File: config.mk
export PLATFORM = sky130hd
export DESIGN_NAME = adsr_envelope_generator_top
export DESIGN_NICKNAME = d
export VERILOG_FILES = /design/src/adsr_pkg.sv /design/src/adsr_useq.sv /design/src/adsr_envelope_generator_top.sv
export SDC_FILE = /design/constraint.sdc
export NUM_CORES = 1
export LEC_CHECK = 0
export ABC_AREA = 1
export BUFFER_PORTS_ARGS = -buffer_cell sky130_fd_sc_hd__buf_4
export CORE_MARGIN = 2
export CORE_UTILIZATION = 63
export DETAILED_ROUTE_END_ITERATION = 8
export HOLD_SLACK_MARGIN = 0.08
export PLACE_DENSITY = 0.85
export SLEW_MARGIN = 20
export SYNTH_ARGS = -nofsm -noshare
export SYNTH_HDL_FRONTEND = slang
export SYNTH_SLANG_ARGS = --single-unit
File: constraint.sdc
create_clock -name clk -period 7 [get_ports clk]
set_input_delay 0 -clock clk [delete_from_list [all_inputs] [get_ports clk]]
set_output_delay 0 -clock clk [all_outputs]
set_load 0.05 [all_outputs]
File: src/adsr_pkg.sv
package adsr_pkg;

	localparam int GateW  = 12;
	localparam int TimeW  = 12;
	localparam int LevelW = 12;
	localparam int PhaseW = 3;
	localparam int TimerW = 16;
	localparam int SpanW  = 10;
	localparam int QuoW   = 10;
	localparam int DivCntW = 4;

	localparam logic [GateW-1:0]  GATE_THRESHOLD = 12'd2528;
	localparam logic [LevelW-1:0] LEVEL_ZERO     = 12'd2048;
	localparam logic [LevelW-1:0] LEVEL_PEAK     = 12'd3008;
	localparam logic [LevelW-1:0] LEVEL_SUSTAIN  = 12'd2528;
	localparam logic [SpanW-1:0]  ATTACK_SPAN    = 10'd960;
	localparam logic [SpanW-1:0]  FALL_SPAN      = 10'd480;
	localparam int                SUSTAIN_HOLD   = 4;

	localparam logic [PhaseW-1:0] PH_IDLE    = 3'd0;
	localparam logic [PhaseW-1:0] PH_ATTACK  = 3'd1;
	localparam logic [PhaseW-1:0] PH_DECAY   = 3'd2;
	localparam logic [PhaseW-1:0] PH_SUSTAIN = 3'd3;
	localparam logic [PhaseW-1:0] PH_RELEASE = 3'd4;

	localparam logic [DivCntW-1:0] DIV_LAST = DivCntW'(QuoW - 1);

	typedef enum logic [6:0] {
		OP_WAIT = 7'b0000001,
		OP_DEB  = 7'b0000010,
		OP_EVAL = 7'b0000100,
		OP_CHK  = 7'b0001000,
		OP_MUL  = 7'b0010000,
		OP_DIV  = 7'b0100000,
		OP_OUT  = 7'b1000000
	} op_t;

	typedef enum logic [2:0] {
		C_ALWAYS = 3'd0,
		C_IN     = 3'd1,
		C_HOLD   = 3'd2,
		C_DIV    = 3'd3,
		C_DLAST  = 3'd4,
		C_OFREE  = 3'd5
	} csel_t;

	typedef logic [2:0] step_t;

	localparam step_t ST_WAIT = 3'd0;
	localparam step_t ST_DEB  = 3'd1;
	localparam step_t ST_EVAL = 3'd2;
	localparam step_t ST_CHK  = 3'd3;
	localparam step_t ST_MUL  = 3'd4;
	localparam step_t ST_DIV  = 3'd5;
	localparam step_t ST_OUT  = 3'd6;

	typedef struct packed {
		op_t   op;
		csel_t csel;
		step_t tgt_t;
		step_t tgt_f;
	} ucode_t;

	typedef struct packed {
		logic in_valid;
		logic hold;
		logic need_div;
		logic div_last;
		logic out_free;
	} seq_cond_t;

	function automatic ucode_t ucode_rom(input step_t addr);
		ucode_t cw;
		case (addr)
			ST_WAIT: cw = '{op: OP_WAIT, csel: C_IN,     tgt_t: ST_DEB,  tgt_f: ST_WAIT};
			ST_DEB:  cw = '{op: OP_DEB,  csel: C_ALWAYS, tgt_t: ST_EVAL, tgt_f: ST_EVAL};
			ST_EVAL: cw = '{op: OP_EVAL, csel: C_HOLD,   tgt_t: ST_CHK,  tgt_f: ST_EVAL};
			ST_CHK:  cw = '{op: OP_CHK,  csel: C_DIV,    tgt_t: ST_MUL,  tgt_f: ST_OUT};
			ST_MUL:  cw = '{op: OP_MUL,  csel: C_ALWAYS, tgt_t: ST_DIV,  tgt_f: ST_DIV};
			ST_DIV:  cw = '{op: OP_DIV,  csel: C_DLAST,  tgt_t: ST_OUT,  tgt_f: ST_DIV};
			ST_OUT:  cw = '{op: OP_OUT,  csel: C_OFREE,  tgt_t: ST_WAIT, tgt_f: ST_OUT};
			default: cw = '{op: OP_WAIT, csel: C_ALWAYS, tgt_t: ST_WAIT, tgt_f: ST_WAIT};
		endcase
		return cw;
	endfunction

endpackage

File: src/adsr_useq.sv
module adsr_useq (
	input  logic                 clk,
	input  logic                 arst_n,
	input  adsr_pkg::seq_cond_t  cond,
	output adsr_pkg::op_t        op
);

	adsr_pkg::step_t  step_q;
	adsr_pkg::ucode_t cw;
	logic             taken;

	always_comb begin
		cw = adsr_pkg::ucode_rom(step_q);
		case (cw.csel)
			adsr_pkg::C_ALWAYS: taken = 1'b1;
			adsr_pkg::C_IN:     taken = cond.in_valid;
			adsr_pkg::C_HOLD:   taken = cond.hold;
			adsr_pkg::C_DIV:    taken = cond.need_div;
			adsr_pkg::C_DLAST:  taken = cond.div_last;
			adsr_pkg::C_OFREE:  taken = cond.out_free;
			default:            taken = 1'b1;
		endcase
	end

	assign op = cw.op;

	always_ff @(posedge clk or negedge arst_n) begin
		if (!arst_n) begin
			step_q <= adsr_pkg::ST_WAIT;
		end else begin
			step_q <= taken ? cw.tgt_t : cw.tgt_f;
		end
	end

endmodule

File: src/adsr_envelope_generator_top.sv
// Linear ADSR envelope generator. Each input item carries one gate sample and the
// attack, decay and release lengths; each produces exactly one result item with the
// envelope level, the phase and the retrigger toggle. A small microcoded sequencer
// runs every item: an accept step, a gate debouncer step, an evaluation step that
// repeats for each phase change, a branch step and an output step. While attack,
// decay or release is still ramping, a multiply step and a restoring divider are
// added. A new item is accepted only when the previous one has been handed to the
// output register; a result waiting there does not block the next item until that
// item's own result is ready. skip_sustain lives at byte address 0 of the register
// port; the user must write it only while the block is idle, which the block itself
// does not enforce.
module adsr_envelope_generator_top #(
	parameter int DEBOUNCE_LIMIT = 8
) (
	input  logic                           clk,
	input  logic                           arst_n,
	input  logic                           psel,
	input  logic                           penable,
	input  logic                           pwrite,
	input  logic [2:0]                     paddr,
	input  logic [31:0]                    pwdata,
	output logic [31:0]                    prdata,
	output logic                           pready,
	input  logic                           in_valid,
	output logic                           in_stall,
	input  logic [adsr_pkg::GateW-1:0]     gate_sample,
	input  logic [adsr_pkg::TimeW-1:0]     attack_time,
	input  logic [adsr_pkg::TimeW-1:0]     decay_time,
	input  logic [adsr_pkg::TimeW-1:0]     release_time,
	output logic                           out_valid,
	input  logic                           out_stall,
	output logic [adsr_pkg::LevelW-1:0]    level,
	output logic [adsr_pkg::PhaseW-1:0]    phase,
	output logic                           trigger_toggle
);

	localparam int HoldMax = (DEBOUNCE_LIMIT > adsr_pkg::SUSTAIN_HOLD) ?
		DEBOUNCE_LIMIT : adsr_pkg::SUSTAIN_HOLD;
	localparam int CntW = $clog2(HoldMax + 1) + 1;
	localparam logic signed [CntW-1:0] LimPos  = CntW'(DEBOUNCE_LIMIT);
	localparam logic signed [CntW-1:0] LimNeg  = -LimPos;
	localparam logic signed [CntW-1:0] HoldLvl = CntW'(adsr_pkg::SUSTAIN_HOLD);
	localparam logic signed [CntW-1:0] CntOne  = CntW'(1);
	localparam int ProdW = adsr_pkg::TimeW + adsr_pkg::SpanW;
	localparam int ExtW  = adsr_pkg::TimeW + 2;

	adsr_pkg::op_t       op;
	adsr_pkg::seq_cond_t cond;

	logic                               skip_q;
	logic signed [CntW-1:0]             deb_q;
	logic                               held_q;
	logic                               tog_q;
	logic [adsr_pkg::PhaseW-1:0]        phase_q;
	logic [adsr_pkg::TimerW-1:0]        timer_q;
	logic                               out_valid_q;
	logic [adsr_pkg::DivCntW-1:0]       dcnt_q;
	logic                               div_q;

	logic [adsr_pkg::GateW-1:0]         gate_q;
	logic [adsr_pkg::TimeW-1:0]         ta_q;
	logic [adsr_pkg::TimeW-1:0]         td_q;
	logic [adsr_pkg::TimeW-1:0]         tr_q;
	logic [adsr_pkg::TimeW-1:0]         divisor_q;
	logic [adsr_pkg::SpanW-1:0]         span_q;
	logic [adsr_pkg::LevelW-1:0]        base_q;
	logic                               sub_q;
	logic [adsr_pkg::TimeW-1:0]         rem_q;
	logic [adsr_pkg::QuoW-1:0]          qr_q;
	logic [adsr_pkg::LevelW-1:0]        level_q;
	logic [adsr_pkg::PhaseW-1:0]        phase_out_q;
	logic                               tog_out_q;

	logic                               accept;
	logic                               cfg_wr;
	logic                               out_free;

	logic signed [CntW-1:0]             deb_up;
	logic signed [CntW-1:0]             deb_dn;
	logic                               retrig;
	logic                               held_up;
	logic                               held_dn;
	logic [adsr_pkg::TimerW-1:0]        timer_inc;

	logic                               ev_hold;
	logic [adsr_pkg::PhaseW-1:0]        ev_phase;
	logic                               ev_div;
	logic [adsr_pkg::TimeW-1:0]         ev_divisor;
	logic [adsr_pkg::SpanW-1:0]         ev_span;
	logic [adsr_pkg::LevelW-1:0]        ev_base;
	logic                               ev_sub;

	logic [ProdW-1:0]                   prod;
	logic [ExtW-1:0]                    div_ext;
	logic [ExtW-1:0]                    div_diff;
	logic                               div_ge;
	logic [adsr_pkg::LevelW-1:0]        quo_ext;
	logic [adsr_pkg::LevelW-1:0]        level_n;

	adsr_useq u_useq (
		.clk    (clk),
		.arst_n (arst_n),
		.cond   (cond),
		.op     (op)
	);

	assign pready   = 1'b1;
	assign cfg_wr   = psel && penable && pwrite && !paddr[2];
	assign prdata   = paddr[2] ? 32'd0 : {31'd0, skip_q};
	assign in_stall = (op != adsr_pkg::OP_WAIT);
	assign accept   = in_valid && !in_stall;
	assign out_free = !out_valid_q || !out_stall;

	assign out_valid      = out_valid_q;
	assign level          = level_q;
	assign phase          = phase_out_q;
	assign trigger_toggle = tog_out_q;

	always_comb begin
		deb_up = (gate_q > adsr_pkg::GATE_THRESHOLD && deb_q < LimPos) ?
			deb_q + CntOne : deb_q;
		retrig  = (deb_up == LimPos) && !held_q;
		held_up = retrig ? 1'b1 : held_q;
		deb_dn  = (gate_q < adsr_pkg::GATE_THRESHOLD && deb_up > LimNeg) ?
			deb_up - CntOne : deb_up;
		held_dn = (deb_dn == LimNeg) ? 1'b0 : held_up;
		timer_inc = (retrig ? '0 : timer_q) + adsr_pkg::TimerW'(1);
	end

	always_comb begin
		ev_hold    = 1'b1;
		ev_phase   = phase_q;
		ev_div     = 1'b0;
		ev_divisor = ta_q;
		ev_span    = adsr_pkg::ATTACK_SPAN;
		ev_base    = adsr_pkg::LEVEL_ZERO;
		ev_sub     = 1'b0;
		case (phase_q)
			adsr_pkg::PH_ATTACK: begin
				if (timer_q < adsr_pkg::TimerW'(ta_q)) begin
					ev_div = 1'b1;
				end else begin
					ev_hold  = 1'b0;
					ev_phase = adsr_pkg::PH_DECAY;
				end
			end
			adsr_pkg::PH_DECAY: begin
				if (timer_q < adsr_pkg::TimerW'(td_q)) begin
					ev_div     = 1'b1;
					ev_divisor = td_q;
					ev_span    = adsr_pkg::FALL_SPAN;
					ev_base    = adsr_pkg::LEVEL_PEAK;
					ev_sub     = 1'b1;
				end else begin
					ev_hold  = 1'b0;
					ev_phase = skip_q ? adsr_pkg::PH_RELEASE : adsr_pkg::PH_SUSTAIN;
				end
			end
			adsr_pkg::PH_SUSTAIN: begin
				if (deb_q > HoldLvl && held_q) begin
					ev_base = adsr_pkg::LEVEL_SUSTAIN;
				end else begin
					ev_hold  = 1'b0;
					ev_phase = adsr_pkg::PH_RELEASE;
				end
			end
			adsr_pkg::PH_RELEASE: begin
				if (timer_q < adsr_pkg::TimerW'(tr_q)) begin
					ev_div     = 1'b1;
					ev_divisor = tr_q;
					ev_span    = adsr_pkg::FALL_SPAN;
					ev_base    = adsr_pkg::LEVEL_SUSTAIN;
					ev_sub     = 1'b1;
				end else begin
					ev_phase = adsr_pkg::PH_IDLE;
				end
			end
			default: begin
				ev_hold = 1'b1;
			end
		endcase
	end

	// The ramp time is below its length here, so the product shifted down by the
	// quotient width is already a valid partial remainder.
	assign prod = ProdW'(timer_q[adsr_pkg::TimeW-1:0]) * ProdW'(span_q);

	always_comb begin
		div_ext  = {1'b0, rem_q, qr_q[adsr_pkg::QuoW-1]};
		div_diff = div_ext - ExtW'(divisor_q);
		div_ge   = !div_diff[ExtW-1];
		quo_ext  = div_q ? adsr_pkg::LevelW'(qr_q) : '0;
		level_n  = sub_q ? base_q - quo_ext : base_q + quo_ext;
	end

	always_comb begin
		cond.in_valid = in_valid;
		cond.hold     = ev_hold;
		cond.need_div = div_q;
		cond.div_last = (dcnt_q == adsr_pkg::DIV_LAST);
		cond.out_free = out_free;
	end

	always_ff @(posedge clk or negedge arst_n) begin
		if (!arst_n) begin
			skip_q      <= 1'b0;
			deb_q       <= '0;
			held_q      <= 1'b0;
			tog_q       <= 1'b0;
			phase_q     <= adsr_pkg::PH_IDLE;
			timer_q     <= '0;
			out_valid_q <= 1'b0;
			dcnt_q      <= '0;
			div_q       <= 1'b0;
		end else begin
			if (cfg_wr) begin
				skip_q <= pwdata[0];
			end
			case (op)
				adsr_pkg::OP_DEB: begin
					deb_q   <= deb_dn;
					held_q  <= held_dn;
					tog_q   <= tog_q ^ retrig;
					timer_q <= timer_inc;
					if (retrig) begin
						phase_q <= adsr_pkg::PH_ATTACK;
					end
				end
				adsr_pkg::OP_EVAL: begin
					phase_q <= ev_phase;
					div_q   <= ev_div;
					if (!ev_hold || phase_q == adsr_pkg::PH_RELEASE &&
							ev_phase == adsr_pkg::PH_IDLE) begin
						timer_q <= '0;
					end
				end
				adsr_pkg::OP_MUL: begin
					dcnt_q <= '0;
				end
				adsr_pkg::OP_DIV: begin
					dcnt_q <= dcnt_q + adsr_pkg::DivCntW'(1);
				end
				default: begin
					dcnt_q <= dcnt_q;
				end
			endcase
			if (op == adsr_pkg::OP_OUT && out_free) begin
				out_valid_q <= 1'b1;
			end else if (!out_stall) begin
				out_valid_q <= 1'b0;
			end
		end
	end

	always_ff @(posedge clk) begin
		if (accept) begin
			gate_q <= gate_sample;
			ta_q   <= attack_time;
			td_q   <= decay_time;
			tr_q   <= release_time;
		end
		if (op == adsr_pkg::OP_EVAL) begin
			divisor_q <= ev_divisor;
			span_q    <= ev_span;
			base_q    <= ev_base;
			sub_q     <= ev_sub;
		end
		if (op == adsr_pkg::OP_MUL) begin
			rem_q <= prod[ProdW-1:adsr_pkg::QuoW];
			qr_q  <= prod[adsr_pkg::QuoW-1:0];
		end
		if (op == adsr_pkg::OP_DIV) begin
			rem_q <= div_ge ? div_diff[adsr_pkg::TimeW-1:0] : div_ext[adsr_pkg::TimeW-1:0];
			qr_q  <= {qr_q[adsr_pkg::QuoW-2:0], div_ge};
		end
		if (op == adsr_pkg::OP_OUT && out_free) begin
			level_q     <= level_n;
			phase_out_q <= phase_q;
			tog_out_q   <= tog_q;
		end
	end

endmodule

==> metrics.md <==
| Metric | Value |
|---|---|
| Outcome | finished clean |
| Top-area cell type share of the netlist area | 0.294 |
| Share of layout cells above drive strength 1 | 0.101 |
| Nets | roughly 1600 |
| P&R area growth vs syn | 16.7% |
| All-Layer GR Usage | 0.298 |
| Routed WL | 25100 um |
| Initial antenna violation count | 0 |
| RSZ-0062 raised after global routing | no |
| Vias in the first global route | around 9000 |
| VDD IR-drop max | 0.221 mV |
| Ys async rst share | 0.259 |
| Die area | 17700 um^2 |
| CP Capture Type | flip-flop |
| Post-layout util | 0.745 |
| Overflow after GRT | 0 |
| Synth Instances | between 1000 and 1500 |
| Worst Path Required | 7.18 ns |
| Root Driver | clkbuf_16 |
| Yosys reg bits | 139 |
| Port bufs | 75 |
| Number of synthesized flops with an enable pin | slightly above 100 |
| Reg clk slew, reported paths | 0.06 ns |
| Rel. slew slack | 0.360 |
| Minimum period implied by the final worst setup slack | between 5 and 6 ns |
| Drt first-iter violations | 967 |
| Endpoints failing setup | 0 |
| RePlAce Congestion | 0.909 |
| Top FF cell, synth | edfxtp_1 |
| Synth Warn # | 0 |
| Clock Skews | approximately 0.012 ns |
| Final period utilization | 0.752 |
| Via count | 8788 |
| First-pass GRT wire length | 41900 um |
| Largest net degree at the start of global routing | 49 |
| Crit-path max FO | 10 |
| Ports | 141 |
| Ranking of synthesized cells by area | edfxtp_1 (29%), ha_1 (14%), inv_1 (9.0%) |
| Crit start category | flip-flop |
| Post-route antenna net violation count | 0 |
| Row count | between 40 and 50 |
| Dpl hpwl | 17100 um |
| Sequential area share after synthesis | 0.380 |
| Leakage | 0.00635 uW |
| Worst slew pin tran | about 0.96 ns |
| Total negative setup slack | 0 ns |
| Crit path kind | reg -> reg |
| Routed vias/inst | between 5 and 6 |
| Worst skew pair latency | 0.43 ns |
| Clock Tree Buf Depth | 2 |
| Slew Limit Fails | 0 |
| Initial DRT Pass Iterations | 6 |
| Post-synth top area cell | edfxtp_1 |
| WL/cell | ~16 um |
| Post-CTS Resized | 0 |
| Die extent in y | 133 um |
| Core box area | ~16000 um^2 |
| F_max | ~190 MHz |
| Pwr dens | 347 nW/um^2 |
| Syn_area_per_cell | 8.56 um^2 |
| Die X | roughly 130 um |
| N_diodes | 0 |
| Max_cap viols | 0 |
| DRC | 0 |
| Starting Density | 0.638 |
| CTS Buf Count | 17 |
| Final hold violations | 0 |
| Mapped cell area | 10500 um^2 |
| Clock Sinks | 139 |
| Worst min-delay path category | in -> async |
| Netlist cell types | 45 |
| H-tree depth | 4 |
| Worst Path Arrival | 5.44 ns |
| CTS tree | yes |
| Hold WS | about 0.076 ns |
-- per-layer routing --
layer | up-vias | share of wire | GRT usage
met1 | 4097 | 0.40 | 0.362
met3 | 75 | 0.069 | 0.0597
met5 | - | 0 | 0
met4 | 0 | 0.030 | 0.124
met2 | 409 | 0.50 | 0.521
li1 | 4207 | - | -
-- report_power, final --
group          internal, uW  switching, uW  leakage [uW]
combinational           692           1300       0.00466
clock                   523            353      0.000261
sequential             1190            186       0.00143
total                  2410           1840       0.00635
-- per-stage QoR --
stage	area (um^2)	setup slack [ns]	instances	power, uW
6_report	12300	1.73	1591	4250
5_1_grt	12300	1.35	1591	4600
4_1_cts	12300	1.76	1591	4220
3_5_place_dp	11200	1.83	1506	3280
3_3_place_gp	11200	1.90	1506	3190
2_1_floorplan	10600	2.24	1258	2830
-- critical path: stages, from the launching register on --
cell and delay, ns:
dfrtp_1 0.58, inv_1 0.23, fa_1 0.54, inv_1 0.05, fa_1 0.54, inv_1 0.06
fa_1 0.53, inv_1 0.05, ha_1 0.31, ha_1 0.32, ha_1 0.23, fa_1 0.40
nand3_1 0.12, nand2_1 0.06, nand2_1 0.08, nand2_1 0.06, a21oi_1 0.19, o21ai_0 0.13
nand2_1 0.10, nand2_1 0.06, a21oi_1 0.16, xor2_1 0.09, nand2_1 0.06, nand2_1 0.06
-- cell type report --
type / count / area (um^2)
tap: 220 / 275
fill: 1141 / 4200
clock inverter: 11 / 121
clock buffer: 21 / 440
sequential: 139 / 3990
inverter: 255 / 957
multi-input combinational: 813 / 5350
timing repair buffer: 132 / 1120
-- final timing paths --
path	startpoint	cells past startpoint	slack, ns	endpoint
worst max-delay path	timer_q[3]	23	1.73	rem_q[10]
worst min-delay path	arst_n	2	0.08	timer_q[15]
worst max register to register	timer_q[3]	23	1.73	rem_q[10]
worst min register to register	tog_q	0	0.49	trigger_toggle
max in group asynchronous	arst_n	2	6.54	tog_q
min in group clk	in_valid	6	0.11	u_useq.step_q[0]
-- layout by cell type, fill, tap and decap left out, types with 7 or more instances in the layout --
master,n
nand2_2,7
conb_1,32
xor2_1,18
nand3_1,56
edfxtp_1,103
nand2_1,236
dfrtp_1,36
nor2_2,9
dlygate4sd3_1,53
inv_1,251
ha_1,118
nor3_1,8
xnor2_1,7
o21ai_1,16
nand4_1,18
o21ai_0,57
o211ai_1,7
nor2_1,71
a31oi_1,11
buf_4,79
clkbuf_16,17
fa_1,33
a21oi_1,65
-- synthesized netlist by cell type (2+ instances only) --
library cell / instances
a21boi_0: 2
a21oi_1: 65
a31oi_1: 11
a41oi_1: 2
buf_2: 5
buf_4: 32
clkbuf_1: 12
conb_1: 2
dfrtp_1: 36
edfxtp_1: 103
fa_1: 33
ha_1: 118
inv_1: 251
inv_2: 3
nand2_1: 236
nand2_2: 7
nand3_1: 56
nand3_2: 5
nand3b_1: 2
nand4_1: 18
nor2_1: 74
nor2_2: 8
nor2_4: 2
nor3_1: 8
o211ai_1: 7
o21ai_0: 57
o21ai_1: 16
o21bai_1: 5
o221ai_1: 4
o22ai_1: 5
o31ai_1: 5
or2_2: 2
xnor2_1: 7
xor2_1: 18
-- logic make-up after synthesis --
logic type / after synthesis / share of synthesized area
compound gates: 183 / 0.0970
xor+xnor: 25 / 0.0208
fa+ha+maj: 151 / 0.203
buf+inv: 306 / 0.123
flops: 139 / 0.380
other cells: 2 / 0.000715
simple gates: 422 / 0.175
-- sequential cells by signal (all words and copies together) (netlist names), named ones only --
register / count
qr_q: 10
out_valid: 1
trigger_toggle: 1
skip_q: 1
ta_q: 12
tog_q: 1
held_q: 1
div_q: 1
deb_q: 5
span_q: 2
level: 12
base_q: 3
phase: 3
td_q: 12
phase_q: 3
timer_q: 16
gate_q: 12
dcnt_q: 4
divisor_q: 12
u_useq.step_q: 2
rem_q: 12
tr_q: 12
-- what timing repair did --
| action | CTS | global route |
|---|---|---|
| hold buffers | 53 | 0 |
| hold endpoints to repair | 86 | 0 |
| setup buffers | 0 | 0 |
(Power assumes the default switching activity.)
